==> src/rtl/midi_enc_pkg.sv <==
// Types and constants shared by the MIDI track event encoder.
package midi_enc_pkg;

    typedef enum logic [1:0] {
        REQ_CHAN  = 2'd0,
        REQ_META  = 2'd1,
        REQ_EOT   = 2'd2,
        REQ_START = 2'd3
    } t_req;

    localparam int unsigned MAX_BYTES = 10;
    localparam int unsigned VLQ_GROUPS = 5;

    localparam logic [7:0] BYTE_META   = 8'hff;
    localparam logic [7:0] BYTE_EOT    = 8'h2f;
    localparam logic [7:0] BYTE_ZERO   = 8'h00;
    localparam logic [7:0] BYTE_CONT   = 8'h80;
    localparam logic [7:0] CHAR_M      = 8'h4d;
    localparam logic [7:0] CHAR_T      = 8'h54;
    localparam logic [7:0] CHAR_R      = 8'h72;
    localparam logic [7:0] CHAR_K      = 8'h6b;

    localparam logic [6:0] META_SEQ_NUM   = 7'h00;
    localparam logic [6:0] META_KEY_SIG   = 7'h59;
    localparam logic [6:0] META_CHAN_PFX  = 7'h20;
    localparam logic [6:0] META_PORT      = 7'h21;

    typedef logic [7:0] t_burst [0:MAX_BYTES-1];

endpackage

==> src/rtl/midi_track_event_encoder_top.sv <==
// MIDI track event encoder: requests in, Standard MIDI File track bytes out.
//
//  channel   | dir | tdata (low bit up)                                  | tlast | tuser
//  ----------+-----+-----------------------------------------------------+-------+-------------
//  s_axis    | in  | event_time, status_byte, data_one, data_two,        |  -    | req_type
//            |     | msg_len, meta_kind, header_length, pad (104 bits)   |       |
//  m_axis    | out | out_byte, track_bytes (40 bits)                     | last  | late_event
//
//  A request is held in an input register and expanded combinationally into a burst of up to ten
//  bytes; the burst register then shifts out one byte per cycle while m_axis_tready is high. A
//  request produces at most ten bytes; one that produces none is still taken from the input register.
//  The next request is taken while the final byte of a burst is delivered.
//  i_rst_n is synchronous, active low; it clears the track state and both valid flags.
//  m_axis_tready low holds the current byte and, once the input register is full, stalls s_axis.
module midi_track_event_encoder_top
    import midi_enc_pkg::*;
#(
    parameter int unsigned TIME_BITS = 32
) (
    input  logic         i_clk,
    input  logic         i_rst_n,
    input  logic         s_axis_tvalid,
    output logic         s_axis_tready,
    // event_time[31:0], status_byte[39:32], data_one[47:40], data_two[55:48],
    // msg_len[57:56], meta_kind[64:58], header_length[96:65], zero pad[103:97]
    input  logic [103:0] s_axis_tdata,
    // req_type[1:0]
    input  logic [1:0]   s_axis_tuser,
    output logic         m_axis_tvalid,
    input  logic         m_axis_tready,
    // out_byte[7:0], track_bytes[39:8]
    output logic [39:0]  m_axis_tdata,
    output logic         m_axis_tlast,
    // late_event[0]
    output logic         m_axis_tuser
);

    // input register
    logic                 r_in_valid;
    logic [1:0]           r_req;
    logic [31:0]          r_time;
    logic [7:0]           r_status;
    logic [7:0]           r_d1;
    logic [7:0]           r_d2;
    logic [1:0]           r_len;
    logic [6:0]           r_kind;
    logic [31:0]          r_hlen;

    // track state
    logic [TIME_BITS-1:0] r_last_time, n_last_time;
    logic [7:0]           r_run, n_run;
    logic                 r_in_track, n_in_track;
    logic [31:0]          r_body_count, n_body_count;

    // burst register
    t_burst               r_bytes;
    logic [3:0]           r_left;
    logic [31:0]          r_cnt;
    logic                 r_late;
    logic                 r_body;

    t_burst               c_bytes;
    logic [3:0]           c_n;
    logic                 c_late;
    logic                 c_body;
    logic [TIME_BITS-1:0] now_raw;
    logic [TIME_BITS-1:0] now_sel;
    logic [31:0]          delta;
    logic [6:0]           grp [0:VLQ_GROUPS-1];
    logic [2:0]           vlq_n;
    logic [1:0]           meta_len;
    t_req                 req;

    logic burst_free, load_fire, out_fire, in_fire;

    assign out_fire   = (r_left != 4'd0) && m_axis_tready;
    assign burst_free = (r_left == 4'd0) || ((r_left == 4'd1) && m_axis_tready);
    assign load_fire  = r_in_valid && burst_free;
    assign s_axis_tready = !r_in_valid || load_fire;
    assign in_fire    = s_axis_tvalid && s_axis_tready;

    assign m_axis_tvalid = (r_left != 4'd0);
    assign m_axis_tdata  = {r_cnt, r_bytes[0]};
    assign m_axis_tlast  = (r_left == 4'd1);
    assign m_axis_tuser  = r_late;

    assign req     = t_req'(r_req);
    assign now_raw = r_time[TIME_BITS-1:0];
    assign now_sel = ((req == REQ_EOT) && (now_raw == '0)) ? r_last_time : now_raw;
    assign delta   = (now_sel < r_last_time) ? 32'd0 : 32'(now_sel - r_last_time);

    assign grp[0] = delta[6:0];
    assign grp[1] = delta[13:7];
    assign grp[2] = delta[20:14];
    assign grp[3] = delta[27:21];
    assign grp[4] = {3'd0, delta[31:28]};

    always_comb begin
        priority if (delta[31:28] != 4'd0) vlq_n = 3'd5;
        else if (delta[27:21] != 7'd0)     vlq_n = 3'd4;
        else if (delta[20:14] != 7'd0)     vlq_n = 3'd3;
        else if (delta[13:7] != 7'd0)      vlq_n = 3'd2;
        else                               vlq_n = 3'd1;
    end

    always_comb begin
        if ((r_kind == META_SEQ_NUM) || (r_kind == META_KEY_SIG))      meta_len = 2'd2;
        else if ((r_kind == META_CHAN_PFX) || (r_kind == META_PORT))   meta_len = 2'd1;
        else                                                           meta_len = 2'd0;
    end

    always_comb begin
        c_bytes      = '{default: 8'd0};
        c_n          = 4'd0;
        c_late       = (now_sel < r_last_time);
        c_body       = 1'b1;
        n_last_time  = r_last_time;
        n_run        = r_run;
        n_in_track   = r_in_track;
        n_body_count = r_body_count;

        // delta time, most significant group first
        for (int k = 0; k < VLQ_GROUPS; k++) begin
            if (3'(k) < vlq_n) begin
                c_bytes[k] = {(3'(k) != (vlq_n - 3'd1)), grp[3'(vlq_n - 3'(k) - 3'd1)]};
            end
        end

        unique case (req)
            REQ_CHAN: begin
                if (r_len != 2'd0) begin
                    c_n = {1'b0, vlq_n};
                    if (r_status != r_run) begin
                        c_bytes[c_n] = r_status;
                        c_n          = c_n + 4'd1;
                        n_run        = r_status;
                    end
                    if (r_len > 2'd1) begin
                        c_bytes[c_n] = r_d1;
                        c_n          = c_n + 4'd1;
                    end
                    if (r_len > 2'd2) begin
                        c_bytes[c_n] = r_d2;
                        c_n          = c_n + 4'd1;
                    end
                    n_last_time = now_sel;
                end
            end
            REQ_META: begin
                c_n          = {1'b0, vlq_n};
                c_bytes[c_n] = BYTE_META;
                c_n          = c_n + 4'd1;
                c_bytes[c_n] = {1'b0, r_kind};
                c_n          = c_n + 4'd1;
                c_bytes[c_n] = {6'd0, meta_len};
                c_n          = c_n + 4'd1;
                if (meta_len > 2'd0) begin
                    c_bytes[c_n] = r_d1;
                    c_n          = c_n + 4'd1;
                end
                if (meta_len > 2'd1) begin
                    c_bytes[c_n] = r_d2;
                    c_n          = c_n + 4'd1;
                end
                n_last_time = now_sel;
                n_run       = 8'd0;
            end
            REQ_EOT: begin
                if (r_in_track) begin
                    c_n          = {1'b0, vlq_n};
                    c_bytes[c_n] = BYTE_META;
                    c_n          = c_n + 4'd1;
                    c_bytes[c_n] = BYTE_EOT;
                    c_n          = c_n + 4'd1;
                    c_bytes[c_n] = BYTE_ZERO;
                    c_n          = c_n + 4'd1;
                    n_last_time  = now_sel;
                    n_run        = 8'd0;
                    n_in_track   = 1'b0;
                end
            end
            REQ_START: begin
                c_late      = 1'b0;
                c_body      = 1'b0;
                c_bytes     = '{CHAR_M, CHAR_T, CHAR_R, CHAR_K,
                                r_hlen[31:24], r_hlen[23:16], r_hlen[15:8], r_hlen[7:0],
                                BYTE_ZERO, BYTE_ZERO};
                c_n         = 4'd8;
                n_last_time = '0;
                n_run       = 8'd0;
                n_in_track  = 1'b1;
            end
            default: begin
                c_n = 4'd0;
            end
        endcase

        if (c_body) begin
            n_body_count = r_body_count + {28'd0, c_n};
        end else begin
            n_body_count = 32'd0;
        end
    end

    always_ff @(posedge i_clk) begin
        if (!i_rst_n) begin
            r_in_valid <= 1'b0;
        end else if (in_fire) begin
            r_in_valid <= 1'b1;
        end else if (load_fire) begin
            r_in_valid <= 1'b0;
        end
    end

    always_ff @(posedge i_clk) begin
        if (in_fire) begin
            r_req    <= s_axis_tuser;
            r_time   <= s_axis_tdata[31:0];
            r_status <= s_axis_tdata[39:32];
            r_d1     <= s_axis_tdata[47:40];
            r_d2     <= s_axis_tdata[55:48];
            r_len    <= s_axis_tdata[57:56];
            r_kind   <= s_axis_tdata[64:58];
            r_hlen   <= s_axis_tdata[96:65];
        end
    end

    always_ff @(posedge i_clk) begin
        if (!i_rst_n) begin
            r_last_time  <= '0;
            r_run        <= 8'd0;
            r_in_track   <= 1'b0;
            r_body_count <= 32'd0;
        end else if (load_fire) begin
            r_last_time  <= n_last_time;
            r_run        <= n_run;
            r_in_track   <= n_in_track;
            r_body_count <= n_body_count;
        end
    end

    always_ff @(posedge i_clk) begin
        if (!i_rst_n) begin
            r_left <= 4'd0;
        end else if (load_fire && (c_n != 4'd0)) begin
            r_left <= c_n;
        end else if (out_fire) begin
            r_left <= r_left - 4'd1;
        end
    end

    always_ff @(posedge i_clk) begin
        if (load_fire && (c_n != 4'd0)) begin
            r_bytes <= c_bytes;
            r_late  <= c_late;
            r_body  <= c_body;
            r_cnt   <= c_body ? (r_body_count + 32'd1) : 32'd0;
        end else if (out_fire) begin
            for (int k = 0; k < MAX_BYTES - 1; k++) begin
                r_bytes[k] <= r_bytes[k+1];
            end
            r_bytes[MAX_BYTES-1] <= 8'd0;
            if (r_body) begin
                r_cnt <= r_cnt + 32'd1;
            end
        end
    end

endmodule
==> config.mk <==
export PLATFORM = sky130hd
export DESIGN_NAME = midi_track_event_encoder_top
export DESIGN_NICKNAME = d
export VERILOG_FILES = /design/src/rtl/midi_enc_pkg.sv /design/src/rtl/midi_track_event_encoder_top.sv
export SDC_FILE = /design/constraint.sdc
export NUM_CORES = 1
export LEC_CHECK = 0
export BUFFER_PORTS_ARGS = -buffer_cell sky130_fd_sc_hd__buf_2
export CORE_ASPECT_RATIO = 0.9
export CORE_MARGIN = 1
export CORE_UTILIZATION = 40
export CTS_BUF_LIST = sky130_fd_sc_hd__clkbuf_2 sky130_fd_sc_hd__clkbuf_4 sky130_fd_sc_hd__clkbuf_8
export DETAILED_ROUTE_END_ITERATION = 8
export PLACE_DENSITY = 0.65
export SYNTH_ARGS = -nofsm -noshare
export SYNTH_HDL_FRONTEND = slang
export SYNTH_SLANG_ARGS = --single-unit
export TNS_END_PERCENT = 50
==> constraint.sdc <==
create_clock -name i_clk -period 9.6 [get_ports i_clk]
set_input_delay 0 -clock i_clk [delete_from_list [all_inputs] [get_ports i_clk]]
set_output_delay 0 -clock i_clk [all_outputs]
set_load 0.01 [all_outputs]
==> run metrics <==
Max Slew Vio Count=0; Peak Freq=0.111 GHz; top_reg_cell synth=edfxtp_1; routability cong.=1.03; total gr overflow=0; worst-margin pin slew=1.31 ns; routed via count=22400; run status=complete, no violations; # DRC=0; fraction of layout cells with a size suffix above 1=15.7%; Final Setup Violations=0; asr flop ratio synth=0%; largest net degree at the start of global routing=81; Initial Util=40.8%; Syn. warnings=0; DR pass1 iterations=6; #FFs+latches synth=291; Post-synth EDFFs=213; pre-CTS WS=0.261 ns; Core Area=0.0521 mm²; Cell Area, Synth=0.0213 mm²; required time worst endpoint=10.15 ns; clk sinks=291; Worst-Skew Late Latency=0.68 ns; post-synthesis cell count=2537; design area=0.0255 mm²; first-pass GRT wire length=139 mm; commonest non-fill, non-tap cell in the layout=nand2_1; final period utilization=93.8%; DRT antenna net count=0; Port Buffer Count=146; Die W=245 µm; peak supply drop=0.181 mV; Crit Path Max Fanout=17; hold_ws=0.0253 ns; maximum clock insertion buffer count=3; placed cell count=3317; CP Launch Type=flip-flop; Slowest-stage cell, CP=a221o_2; Layout Cells excl Fill=3526; post-DP HPWL=66.0 mm; Top-Level Pins=154; most frequent cells in the layout=nand2_1 (273), nor2_1 (247), edfxtp_1 (213); register area share after synthesis=37.4%; Post-DP Area=0.0232 mm²; min-delay worst type=in -> reg; endpoint class of the critical path=flip-flop; Routed wire per std cell=26.7 µm; fillers=5007; CTS Buf Count=54; vias in the first global route=21500; DRT iter0 DRCs=2707; Max-cap violations=0; H-tree depth=2; CTS tree=done; GRT Util Overall=34.5%; Via-to-Cell Ratio=6.35; minimum clock period=9.01 ns; nets=2967; Layout Area Growth over Synthesis=20.1%; total power=6.15 mW; Leak=9.33 nW; Rel. slew slack=11.8%; FP Rows=79; die area=0.0541 mm²; syn nets=2710; Synth Area per Inst=8.39 µm²; most used cell, CP=ha_1; Setup WS post-layout=0.594 ns; Post-Route Skew=0.0655 ns; DIE HEIGHT=221 µm; PD cells=241 mW/mm²; Hold Vio Cnt, Final=0; critical path class=reg -> reg; final WL=94.3 mm; Cell variety after synth=87; CTS clk-pin slew, worst paths=0.06 ns; Largest stage delay, worst path=0.47 ns; CTS Root Buffer Type=clkbuf_8; antenna violations before repair=2; WP data arrival=9.56 ns
## cell usage after synthesis, types with 8 or more instances
library cell	count	area, µm²
a211oi_1	34	255
edfxtp_1	213	6400
nor2b_1	49	307
and2_1	25	156
o21a_1	14	105
a211o_1	8	70.1
inv_1	76	285
nand2_1	274	1030
a21boi_0	9	67.6
mux2_2	9	101
o311ai_0	10	87.6
a2111oi_0	12	105
nand3_1	115	576
ha_1	61	763
clkbuf_1	150	563
buf_4	13	97.6
a22o_1	9	78.8
nor2_1	253	950
o31ai_1	9	67.6
xor2_1	64	561
o22a_1	8	70.1
or3_1	19	119
o22ai_1	16	100
a21oi_1	193	966
a22oi_1	75	563
a31oi_1	57	357
o221ai_1	19	166
xnor2_1	73	639
nor3_1	53	265
a32oi_1	8	70.1
a221oi_1	18	158
buf_1	8	30.0
o211ai_1	40	300
o21ai_0	114	571
mux2i_1	16	160
a311oi_1	9	78.8
nand2b_1	13	81.3
buf_2	18	90.1
nor4_1	19	119
dfxtp_1	78	1560
nand4_1	34	213
and3_1	30	188
o21ai_1	48	240
a21o_1	53	398
## stage by stage
stage / TNS, ns / utilization (%)
2_1_floorplan: -2.78 / -
6_report: 0 / 49.0
5_1_grt: -0.0540 / 49.0
3_3_place_gp: 0 / 44.6
4_1_cts: 0 / 48.8
3_5_place_dp: 0 / 44.6
## state kept, by name, summed over array words and instances (netlist names), 8 cells and up
name          cells
r_bytes          72
r_d2              8
now_raw          32
r_status          8
r_last_time      32
r_run             8
r_hlen           32
m_axis_tdata      8
r_cnt            32
r_d1              8
r_body_count     32
## layout make-up
class / count / area, µm² / share of cell area [%]
Multi-Input combinational cell: 1973 / 12400 / 48.3
Tap cell: 688 / 861 / 3.37
Antenna cell: 1 / 2.50 / 0.00980
Sequential cell: 291 / 7960 / 31.1
Clock inverter: 27 / 258 / 1.01
Inverter: 80 / 303 / 1.19
Timing Repair Buffer: 394 / 2900 / 11.4
Clock buffer: 72 / 910 / 3.56
## logic make-up after synthesis
logic type	after synthesis	share of synthesized area, %
mux	31	1.81
simple gates	914	19.9
fa+ha+maj	63	3.78
compound gates	826	26.0
buf+inv	273	5.29
flops	291	37.4
xor+xnor	139	5.82
## repair_timing
action | in CTS | in global routing
buffers inserted | 0 | 6
resized for setup | 0 | 23
setup endpoints to repair | 0 | 111
hold buffers | 103 | 0
hold endpoints to repair | 150 | 0
## report_power, final
group | internal [mW] | total, mW | switching (mW) | leakage, nW
Clock | 0.751 | 1.34 | 0.584 | 0.606
Combinational | 0.940 | 2.76 | 1.82 | 6.05
Sequential | 1.82 | 2.06 | 0.246 | 2.67
Total | 3.51 | 6.15 | 2.65 | 9.33
## final timing paths
kind	from	endpoint	slack (ns)	depth (start not counted)
worst min register to register	r_bytes[49]	r_bytes[57]	0.53	2
worst min-delay path	s_axis_tdata[38]	r_status[6]	0.03	2
worst max-delay path	now_raw[26]	r_body_count[16]	0.59	44
worst max register to register	now_raw[26]	r_body_count[16]	0.59	44
## worst max-delay path, delay by kind of cell, from the launching register on
kind            cells  cell delay [ns]
simple gates       18             3.63
compound gates     14             2.62
fa+ha+maj           5             1.30
buf+inv             6             0.76
flops               1             0.44
xor+xnor            1             0.13
## layer usage
| metal | up-vias | GRT usage, % | share of wire, % |
|---|---|---|---|
| li1 | 9951 | - | - |
| met1 | 10700 | 47.4 | 42 |
| met2 | 1421 | 49.2 | 41 |
| met3 | 300 | 10.6 | 13 |
| met4 | 0 | 15.5 | 4.7 |
| met5 | - | 0 | 0 |
Note: power is estimated with default switching activity, not from simulation.
